--- src/sv/bitmap_allocation_map_core_assert.svh ---
// ----------------------------------------------------------------------------
// Assertion macros for the bitmap allocation map
// Concurrent checks, compiled out when ASSERT_OFF is defined.
// ----------------------------------------------------------------------------
`ifndef BITMAP_ALLOCATION_MAP_CORE_ASSERT_SVH
`define BITMAP_ALLOCATION_MAP_CORE_ASSERT_SVH

`ifndef ASSERT_OFF

// property must hold at every clock edge outside reset
`define BAM_ASSERT(lbl, clk, rst_n, prop) \
  lbl: assert property (@(posedge clk) disable iff (!rst_n) prop) \
    else $error("bitmap map assertion failed");

// condition must never be seen outside reset
`define BAM_ASSERT_NEVER(lbl, clk, rst_n, cond) \
  lbl: assert property (@(posedge clk) disable iff (!rst_n) !(cond)) \
    else $error("bitmap map forbidden condition");

`else

`define BAM_ASSERT(lbl, clk, rst_n, prop)
`define BAM_ASSERT_NEVER(lbl, clk, rst_n, cond)

`endif

`endif

--- src/sv/bam_pkg.sv ---
`timescale 1ns / 1ps
// ----------------------------------------------------------------------------
// Bitmap allocation map package
// Shared types and constants for the map core and its sub-blocks.
// ----------------------------------------------------------------------------
package bam_pkg;

  localparam int unsigned WORD_W = 32;
  localparam int unsigned WIDX_W = 5;
  localparam int unsigned POS_W  = 10;

  localparam logic [7:0]  ACTIVE_RESET = 8'd128;
  localparam logic [10:0] POS_LIMIT    = 11'd1024;

  typedef enum logic [1:0] {
    FN_FIND  = 2'd0,
    FN_SET   = 2'd1,
    FN_CLEAR = 2'd2,
    FN_TEST  = 2'd3
  } func_e;

  typedef enum logic [1:0] {
    ST_OK        = 2'd0,
    ST_NOT_FOUND = 2'd1,
    ST_ERROR     = 2'd2
  } status_e;

  typedef enum logic [1:0] {
    S_IDLE,
    S_RMW,
    S_SCAN,
    S_DONE
  } state_e;

  typedef struct packed {
    logic              rd;
    logic              wr;
    logic [WIDX_W-1:0] addr;
    logic [WORD_W-1:0] wdata;
  } mem_cmd_t;

  typedef struct packed {
    status_e          status;
    logic [POS_W-1:0] found_position;
    logic             bit_value;
  } result_t;

endpackage

--- src/sv/bam_req_if.sv ---
`timescale 1ns / 1ps
// ----------------------------------------------------------------------------
// Request channel
// Valid/ready channel carrying one map operation per beat.
// ----------------------------------------------------------------------------
interface bam_req_if;
  logic       valid;
  logic       ready;
  logic [1:0] func;
  logic [9:0] bit_position;
  logic       search_value;

  modport source (output valid, output func, output bit_position,
                  output search_value, input ready);
  modport sink   (input valid, input func, input bit_position,
                  input search_value, output ready);
endinterface

--- src/sv/bam_rsp_if.sv ---
`timescale 1ns / 1ps
// ----------------------------------------------------------------------------
// Response channel
// Valid/ready channel carrying one result per beat.
// ----------------------------------------------------------------------------
interface bam_rsp_if;
  logic       valid;
  logic       ready;
  logic [1:0] status;
  logic [9:0] found_position;
  logic       bit_value;

  modport source (output valid, output status, output found_position,
                  output bit_value, input ready);
  modport sink   (input valid, input status, input found_position,
                  input bit_value, output ready);
endinterface

--- src/sv/bam_map_mem.sv ---
`timescale 1ns / 1ps
// ----------------------------------------------------------------------------
// Bitmap word store
// Single-port synchronous RAM of 32-bit words with per-word valid flags;
// a word never written reads as zero, so reset needs no clearing pass.
// ----------------------------------------------------------------------------
module bam_map_mem #(
  parameter int unsigned Words = 32
) (
  input  logic                       clk_i,
  input  logic                       rst_ni,
  input  bam_pkg::mem_cmd_t          cmd_i,
  output logic [bam_pkg::WORD_W-1:0] rdata_o
);

  localparam int unsigned AW = (Words > 1) ? $clog2(Words) : 1;

  logic [bam_pkg::WORD_W-1:0] mem_q [Words];
  logic [Words-1:0]           vld_q;
  logic [bam_pkg::WORD_W-1:0] rdata_q;
  logic                       rvld_q;
  logic [AW-1:0]              addr;

  assign addr = cmd_i.addr[AW-1:0];

  always_ff @(posedge clk_i) begin
    if (cmd_i.wr) begin
      mem_q[addr] <= cmd_i.wdata;
    end
    if (cmd_i.rd) begin
      rdata_q <= mem_q[addr];
    end
  end

  always_ff @(posedge clk_i or negedge rst_ni) begin
    if (!rst_ni) begin
      vld_q  <= '0;
      rvld_q <= 1'b0;
    end else begin
      if (cmd_i.wr) begin
        vld_q[addr] <= 1'b1;
      end
      if (cmd_i.rd) begin
        rvld_q <= vld_q[addr];
      end
    end
  end

  assign rdata_o = rvld_q ? rdata_q : '0;

endmodule

--- src/sv/bam_ctrl.sv ---
`timescale 1ns / 1ps
// ----------------------------------------------------------------------------
// Bitmap map sequencer
// Decodes a request, runs read-modify-write for set/clear, a read for test
// and a word-by-word scan with a priority encoder for find, or an error.
// ----------------------------------------------------------------------------
module bam_ctrl (
  input  logic                       clk_i,
  input  logic                       rst_ni,
  input  logic [7:0]                 eff_bytes_i,
  input  logic                       req_valid_i,
  output logic                       req_ready_o,
  input  logic [1:0]                 func_i,
  input  logic [9:0]                 bit_position_i,
  input  logic                       search_value_i,
  output logic                       res_valid_o,
  input  logic                       res_ready_i,
  output bam_pkg::result_t           res_o,
  output bam_pkg::mem_cmd_t          mem_cmd_o,
  input  logic [bam_pkg::WORD_W-1:0] mem_rdata_i
);

  bam_pkg::state_e  state_q, state_d;
  bam_pkg::func_e   func_q, func_d;
  logic [9:0]       pos_q, pos_d;
  logic             want_q, want_d;
  logic [10:0]      lim_q, lim_d;
  logic [4:0]       widx_q, widx_d;
  bam_pkg::result_t res_q, res_d;

  logic [10:0] bits;
  logic [10:0] lim_m1;
  logic [4:0]  last_idx;
  logic        last_word;
  logic [31:0] word_mask;
  logic [31:0] match;
  logic [4:0]  first_hit;
  logic [31:0] bit_sel;

  function automatic logic [4:0] ffs32(input logic [31:0] v);
    logic [4:0] idx;
    idx = '0;
    for (int i = 31; i >= 0; i--) begin
      if (v[i]) idx = 5'(i);
    end
    return idx;
  endfunction

  assign bits      = {eff_bytes_i, 3'b000};
  assign lim_m1    = lim_q - 11'd1;
  assign last_idx  = lim_m1[9:5];
  assign last_word = (widx_q == last_idx);
  // partial last word keeps only positions below the limit
  assign word_mask = (last_word && (lim_q[4:0] != 5'd0))
                   ? ((32'd1 << lim_q[4:0]) - 32'd1) : '1;
  assign match     = (want_q ? mem_rdata_i : ~mem_rdata_i) & word_mask;
  assign first_hit = ffs32(match);
  assign bit_sel   = 32'd1 << pos_q[4:0];

  always_ff @(posedge clk_i or negedge rst_ni) begin
    if (!rst_ni) begin
      state_q <= bam_pkg::S_IDLE;
    end else begin
      state_q <= state_d;
    end
  end

  always_ff @(posedge clk_i) begin
    func_q <= func_d;
    pos_q  <= pos_d;
    want_q <= want_d;
    lim_q  <= lim_d;
    widx_q <= widx_d;
    res_q  <= res_d;
  end

  always_comb begin
    state_d     = state_q;
    func_d      = func_q;
    pos_d       = pos_q;
    want_d      = want_q;
    lim_d       = lim_q;
    widx_d      = widx_q;
    res_d       = res_q;
    req_ready_o = 1'b0;
    res_valid_o = 1'b0;
    mem_cmd_o   = '0;

    unique case (state_q)
      bam_pkg::S_IDLE: begin
        req_ready_o = 1'b1;
        if (req_valid_i) begin
          func_d = bam_pkg::func_e'(func_i);
          pos_d  = bit_position_i;
          want_d = search_value_i;
          res_d  = '{status: bam_pkg::ST_ERROR, found_position: '0, bit_value: 1'b0};
          if (bits == 11'd0) begin
            state_d = bam_pkg::S_DONE;
          end else if (bam_pkg::func_e'(func_i) == bam_pkg::FN_FIND) begin
            lim_d          = (bits > bam_pkg::POS_LIMIT) ? bam_pkg::POS_LIMIT : bits;
            widx_d         = '0;
            mem_cmd_o.rd   = 1'b1;
            mem_cmd_o.addr = '0;
            state_d        = bam_pkg::S_SCAN;
          end else if ({1'b0, bit_position_i} < bits) begin
            mem_cmd_o.rd   = 1'b1;
            mem_cmd_o.addr = bit_position_i[9:5];
            state_d        = bam_pkg::S_RMW;
          end else begin
            state_d = bam_pkg::S_DONE;
          end
        end
      end

      bam_pkg::S_RMW: begin
        res_d = '{status: bam_pkg::ST_OK, found_position: '0, bit_value: 1'b0};
        mem_cmd_o.addr = pos_q[9:5];
        unique case (func_q)
          bam_pkg::FN_SET: begin
            mem_cmd_o.wr    = 1'b1;
            mem_cmd_o.wdata = mem_rdata_i | bit_sel;
          end
          bam_pkg::FN_CLEAR: begin
            mem_cmd_o.wr    = 1'b1;
            mem_cmd_o.wdata = mem_rdata_i & ~bit_sel;
          end
          bam_pkg::FN_TEST: begin
            res_d.bit_value = mem_rdata_i[pos_q[4:0]];
          end
          default: begin
          end
        endcase
        state_d = bam_pkg::S_DONE;
      end

      bam_pkg::S_SCAN: begin
        // data for word widx_q is in; fetch the next one if the scan goes on
        if (match != '0) begin
          res_d   = '{status: bam_pkg::ST_OK, found_position: {widx_q, first_hit},
                      bit_value: 1'b0};
          state_d = bam_pkg::S_DONE;
        end else if (last_word) begin
          res_d   = '{status: bam_pkg::ST_NOT_FOUND, found_position: '0, bit_value: 1'b0};
          state_d = bam_pkg::S_DONE;
        end else begin
          widx_d         = widx_q + 5'd1;
          mem_cmd_o.rd   = 1'b1;
          mem_cmd_o.addr = widx_q + 5'd1;
        end
      end

      bam_pkg::S_DONE: begin
        res_valid_o = 1'b1;
        if (res_ready_i) begin
          state_d = bam_pkg::S_IDLE;
        end
      end

      default: begin
        state_d = bam_pkg::S_IDLE;
      end
    endcase
  end

  assign res_o = res_q;

endmodule

--- src/sv/bitmap_allocation_map_core.sv ---
`timescale 1ns / 1ps
// ----------------------------------------------------------------------------
// Bitmap allocation map core
// Find-first / set / clear / test over a bitmap held in a word RAM.
// ----------------------------------------------------------------------------
// Usage:
//   req_i carries one operation per beat (func, bit_position, search_value);
//   rsp_o returns exactly one beat per request (status, found_position,
//   bit_value), in request order. cfg_we_i/cfg_wdata_i write the active
//   size in bytes; write it only while no request is in flight.
// Timing: one request at a time. Set, clear and test run a RAM read, then
//   set/clear modify and write the word as the result is registered; an
//   error goes straight to the result. A find reads one 32-bit word per
//   step up to the first hit, at most 32 words. The next request is
//   accepted the cycle after the result moves into the output register.
// Reset: the map reads as all zeros (per-word valid flags, no clearing
//   pass) and the active size returns to 128 bytes.
// Stall: a result held in the output register keeps the sequencer in its
//   done state until rsp_o is taken; no beats are dropped.
// ----------------------------------------------------------------------------
`include "bitmap_allocation_map_core_assert.svh"

module bitmap_allocation_map_core #(
  parameter int unsigned BYTES = 128
) (
  input  logic       clk_i,
  input  logic       rst_ni,
  input  logic       cfg_we_i,
  input  logic [7:0] cfg_wdata_i,
  bam_req_if.sink    req_i,
  bam_rsp_if.source  rsp_o
);

  // positions above 1023 are never reachable, so at most 32 words
  localparam int unsigned FullWords = (BYTES + 3) / 4;
  localparam int unsigned MemWords  = (FullWords > 32) ? 32 : FullWords;

  logic [7:0]                 active_q;
  logic [7:0]                 eff_bytes;
  bam_pkg::mem_cmd_t          mem_cmd;
  logic [bam_pkg::WORD_W-1:0] mem_rdata;
  logic                       res_valid;
  logic                       res_ready;
  bam_pkg::result_t           res;
  logic                       out_valid_q;
  bam_pkg::result_t           out_q;

  always_ff @(posedge clk_i or negedge rst_ni) begin
    if (!rst_ni) begin
      active_q <= bam_pkg::ACTIVE_RESET;
    end else if (cfg_we_i) begin
      active_q <= cfg_wdata_i;
    end
  end

  assign eff_bytes = (32'(active_q) > 32'(BYTES)) ? 8'(BYTES) : active_q;

  bam_map_mem #(
    .Words (MemWords)
  ) u_mem (
    .clk_i   (clk_i),
    .rst_ni  (rst_ni),
    .cmd_i   (mem_cmd),
    .rdata_o (mem_rdata)
  );

  bam_ctrl u_ctrl (
    .clk_i          (clk_i),
    .rst_ni         (rst_ni),
    .eff_bytes_i    (eff_bytes),
    .req_valid_i    (req_i.valid),
    .req_ready_o    (req_i.ready),
    .func_i         (req_i.func),
    .bit_position_i (req_i.bit_position),
    .search_value_i (req_i.search_value),
    .res_valid_o    (res_valid),
    .res_ready_i    (res_ready),
    .res_o          (res),
    .mem_cmd_o      (mem_cmd),
    .mem_rdata_i    (mem_rdata)
  );

  // output register parts the sequencer from the response beat
  assign res_ready = !out_valid_q || rsp_o.ready;

  always_ff @(posedge clk_i or negedge rst_ni) begin
    if (!rst_ni) begin
      out_valid_q <= 1'b0;
    end else if (res_ready) begin
      out_valid_q <= res_valid;
    end
  end

  always_ff @(posedge clk_i) begin
    if (res_ready && res_valid) begin
      out_q <= res;
    end
  end

  assign rsp_o.valid          = out_valid_q;
  assign rsp_o.status         = out_q.status;
  assign rsp_o.found_position = out_q.found_position;
  assign rsp_o.bit_value      = out_q.bit_value;

  // a RAM write always follows the read of the same word
  `BAM_ASSERT(a_wr_after_rd, clk_i, rst_ni, mem_cmd.wr |-> ($past(mem_cmd.rd) && $past(mem_cmd.addr) == mem_cmd.addr))
  // one request in flight: no accept in the cycle after an accept
  `BAM_ASSERT(a_one_in_flight, clk_i, rst_ni, (req_i.valid && req_i.ready) |=> !req_i.ready)
  // only a successful result carries a position or a bit value
  `BAM_ASSERT(a_fail_zero, clk_i, rst_ni, (out_valid_q && out_q.status != bam_pkg::ST_OK) |-> (out_q.found_position == '0 && !out_q.bit_value))

endmodule

--- src/flat_wrapper.sv ---
// flat-port wrapper written by rule: the top's interface ports become plain ports
module bitmap_allocation_map_core_flat 
#(
  parameter int unsigned BYTES = 128
)
  (clk_i, rst_ni, cfg_we_i, cfg_wdata_i, req_i_valid, req_i_func, req_i_bit_position, req_i_search_value, req_i_ready, rsp_o_valid, rsp_o_status, rsp_o_found_position, rsp_o_bit_value, rsp_o_ready);
  bam_req_if req_i_i ();
  bam_rsp_if rsp_o_i ();
  input  logic clk_i;
  input  logic rst_ni;
  input  logic cfg_we_i;
  input  logic [7:0] cfg_wdata_i;
  input wire logic [$bits(req_i_i.valid)-1:0] req_i_valid;
  input wire logic [$bits(req_i_i.func)-1:0] req_i_func;
  input wire logic [$bits(req_i_i.bit_position)-1:0] req_i_bit_position;
  input wire logic [$bits(req_i_i.search_value)-1:0] req_i_search_value;
  output wire logic [$bits(req_i_i.ready)-1:0] req_i_ready;
  output wire logic [$bits(rsp_o_i.valid)-1:0] rsp_o_valid;
  output wire logic [$bits(rsp_o_i.status)-1:0] rsp_o_status;
  output wire logic [$bits(rsp_o_i.found_position)-1:0] rsp_o_found_position;
  output wire logic [$bits(rsp_o_i.bit_value)-1:0] rsp_o_bit_value;
  input wire logic [$bits(rsp_o_i.ready)-1:0] rsp_o_ready;
  assign req_i_i.valid = req_i_valid;
  assign req_i_i.func = req_i_func;
  assign req_i_i.bit_position = req_i_bit_position;
  assign req_i_i.search_value = req_i_search_value;
  assign req_i_ready = req_i_i.ready;
  assign rsp_o_valid = rsp_o_i.valid;
  assign rsp_o_status = rsp_o_i.status;
  assign rsp_o_found_position = rsp_o_i.found_position;
  assign rsp_o_bit_value = rsp_o_i.bit_value;
  assign rsp_o_i.ready = rsp_o_ready;
  bitmap_allocation_map_core #(.BYTES(BYTES)) u_core (.clk_i(clk_i), .rst_ni(rst_ni), .cfg_we_i(cfg_we_i), .cfg_wdata_i(cfg_wdata_i), .req_i(req_i_i), .rsp_o(rsp_o_i));
endmodule
--- config.mk ---
export PLATFORM = sky130hd
export DESIGN_NAME = bitmap_allocation_map_core_flat
export DESIGN_NICKNAME = d
export VERILOG_FILES = /design/src/sv/bam_pkg.sv /design/src/sv/bam_req_if.sv /design/src/sv/bam_rsp_if.sv /design/src/sv/bam_map_mem.sv /design/src/sv/bam_ctrl.sv /design/src/sv/bitmap_allocation_map_core.sv /design/src/flat_wrapper.sv
export VERILOG_INCLUDE_DIRS = /design/src /design/src/sv
export SDC_FILE = /design/constraint.sdc
export NUM_CORES = 1
export LEC_CHECK = 0
export BUFFER_PORTS_ARGS = -buffer_cell sky130_fd_sc_hd__buf_2
export CELL_PAD_IN_SITES_DETAIL_PLACEMENT = 1
export CELL_PAD_IN_SITES_GLOBAL_PLACEMENT = 2
export CORE_AREA = 2 2 296 298
export DETAILED_ROUTE_END_ITERATION = 12
export DIE_AREA = 0 0 298 300
export GPL_TIMING_DRIVEN = 0
export PLACE_DENSITY = 0.83
export RECOVER_POWER = 25
export SYNTH_ARGS = -nofsm -noshare
export SYNTH_HDL_FRONTEND = slang
export SYNTH_HIERARCHICAL = 1
export SYNTH_SLANG_ARGS = --single-unit
export TNS_END_PERCENT = 20
--- constraint.sdc ---
create_clock -name clk_i -period 17.5 [get_ports clk_i]
set_clock_uncertainty 0.15 [all_clocks]
set_input_delay 1.75 -clock clk_i [delete_from_list [all_inputs] [get_ports clk_i]]
set_output_delay 1.75 -clock clk_i [all_outputs]
set_load 0.05 [all_outputs]
==> results.ini <==
[synth]
synth_area_um2 = 46300
synth_fp_nets = 2400
synth_top_area_cell = edfxtp_1
synthFlopType = edfxtp_1
synth_cells = 2357
synthDistinctLibCells = 79
synth_edf_count = 1107
synth_area_leaders = edfxtp_1, mux4_2, mux4_1
avgSynthCellArea_um2 = 19.7
ys_seq_area_share_pct = 74.1
synth_warnings = 6
yosys_register_bits = 1151
synth_top_area_share_pct = 71.8
postSynth.asyncResetShare_pct = 3.82

[setup_path]
critical_path.startpoint_type = primary input
crit_fanout = 15
cp.arrival_ps = 7820
end_kind = flip-flop
crit_type = primary input to flip-flop
cp_data_required_time_ps = 17750

[power_and_ir_drop]
power_leakage_uw = 0.0167
power_uw = 7830
ir_worst_vdd_v = 0.000109
pwr_density_cell_nw_per_um2 = 145

[timing]
maxSlewViolCount = 143
tns_ps = 0
relSlewSlack_pct = -71.3
min_period_ps = 7570
clock.fmax_mhz = 132
tightestPinTransition_ps = 2570
hold_viol = 0
finalSetupViolations = 0
rsz0062_at_grt = no
fin_crit_sh_pct = 43.3

[route]
route.vias.total = 26900
ant_nets = 0
firstDrtPassIters = 5
drt_iter0_drc = 3824
routed_via_density = 6.99
drc = 0
drt_wl_total_um = 156000
wl_per_cell_um = 40.4

[layout]
synthToLayoutAreaGrowth_pct = 16.3
fin_nets = 2646
fin_area_um2 = 53900
drive_gt1_share_pct = 24.1
final_common_cell = edfxtp_1
diodes = 0
final_cell_mix = edfxtp_1, mux4_2, a22oi_1

[clock_network]
worstSkewPairLatency_ps = 740
path_clk_slew_ps = 60
cts_resized = 0
cts_hold_buf = 0
cts_buffer_depth = 3
post_cts_buffers = 0
cts_root_buf = clkbuf_16
cts_sinks = 1151
numCtsBuffers = 113
htreeDepth = 3
cts_tree = done

[floorplan]
io-pin-count = 41
die_y_um = 300
core_area_um2 = 86200
die_area_um2 = 89400
rows = 108
initial_utilization_pct = 53.7
die_w_um = 298

[placed_design]
place.gp.congestion = 0.932
dp_hpwl_um = 104000
place_area_um2 = 50200
io_buffer_count = 39

[global_routing]
overflow = 0
grt_pass1_vias = 27700
grt_start_max_net_pins = 45
antenna_found_initial = 5
grt_usage_pct = 35.3
grt_first_pass_wirelength_um = 216000

[outcome]
outcome = finished with violations
violations = max-capacitance violations, max-slew violations

[job]
maxCapViolCount = 8

[worst_hold_path]
min_path_type = flip-flop to flip-flop

[state kept, by name, indices dropped and copies added (netlist names), 5 cells and up]
signal / count
u_core/u_mem/mem_q: 1024
u_core/u_mem/rdata_q: 32
u_core/u_mem/vld_q: 32
u_core/u_ctrl/res_o: 13
u_core/rsp_o.found_position: 10
u_core/u_ctrl/pos_q: 10
u_core/active_q: 8
u_core/u_ctrl/lim_q: 7
u_core/u_ctrl/widx_q: 5
[area by class of cell]
class	instances	area, µm²
Sequential cell	1151	34300
Inverter	29	109
Clock inverter	80	995
Buffer	135	724
Clock buffer	130	2980
Timing Repair Buffer	131	1780
Multi-Input combinational cell	1042	11500
Tap cell	1155	1450
Fill cell	7254	32300
[critical path, stage by stage]
cell and delay [ps]:
clkbuf_1 150, ha_1 260, a21o_1 160, a21o_1 170
a211oi_1 230, o21bai_1 150, a311oi_1 690, a22oi_1 180
or2_2 330, o31ai_2 70, buf_2 270, clkbuf_1 980
nand3_1 1000, nor2_4 860, buf_12 290, buf_12 210
[path summary, 6_finish.rpt]
kind                                    startpoint                   endpoint  slack, ps  cells past startpoint
setup / recovery             req_i_bit_position[4]  u_core/u_mem/mem_q[3][14]       9930                     16
hold / removal             u_core/u_ctrl/res_o[12]     u_core/rsp_o.status[1]        270                      0
setup reg to reg            u_core/u_ctrl/lim_q[4]  u_core/u_mem/mem_q[3][14]       9980                     17
hold reg to reg            u_core/u_ctrl/res_o[12]     u_core/rsp_o.status[1]        270                      0
max in group asynchronous                   rst_ni         u_core/rsp_o.valid      14070                      1
min in group asynchronous                   rst_ni         u_core/active_q[0]       1670                      1
[metrics by stage]
step / util, % / hold slack (ps) / worst slack, ps / std cells
after floorplan: - / 250 / 11140 / 2357
after global placement: 55.6 / 253 / 7000 / 3551
after detailed placement: 58.2 / 256 / 9500 / 3642
after CTS: 62.8 / 272 / 10180 / 3852
after global routing: 62.5 / 275 / 9920 / 3853
final: 62.5 / 271 / 9930 / 3853
[routing by layer]
metal	vias up	track usage, %	share of wire [%]
met4	2	18.5	5.9
met3	391	8.11	12
met1	14200	47.4	36
met2	2013	54.7	47
li1	10300	-	-
met5	-	0	0.0083
[cells by family (layout without fill, tap and decap cells)]
kind of cell / Yosys count / after routing / share of synthesized area (%)
AND/OR/NAND/NOR: 413 / 413 / 4.73
XOR/XNOR: 8 / 8 / 0.151
buffers and inverters: 164 / 505 / 1.79
flip-flops: 1151 / 1151 / 74.1
AO/OA/AOI/OAI: 318 / 318 / 4.63
multiplexers: 286 / 286 / 14.1
adder cells (fa/ha/maj): 17 / 17 / 0.459
[power by group]
part           internal [µW]  total, µW  switching (µW)
logic                    668       1940            1270
clock network           1540       2630            1080
registers               3210       3270            59.0
total                   5420       7830            2410
[cell usage after synthesis (all sizes together), types with 4 or more instances]
cell	instances
mux4	274
mux2	11
nand3b	6
nand3	14
edfxtp	1107
a21o	4
dfrtp	43
nor3b	10
xor2	4
and2	41
a211oi	11
o21ai	28
nor3	39
o31ai	4
nand2b	18
and3b	5
nand4	35
xnor2	4
o211ai	6
nor2	84
and3	4
clkbuf	76
nand2	82
a21oi	84
nor2b	16
a31oi	9
buf	59
inv	28
ha	17
a22oi	136
or2	39
o22ai	8
or4	4
or3	7
No activity file was read; power rests on OpenSTA's default activity.
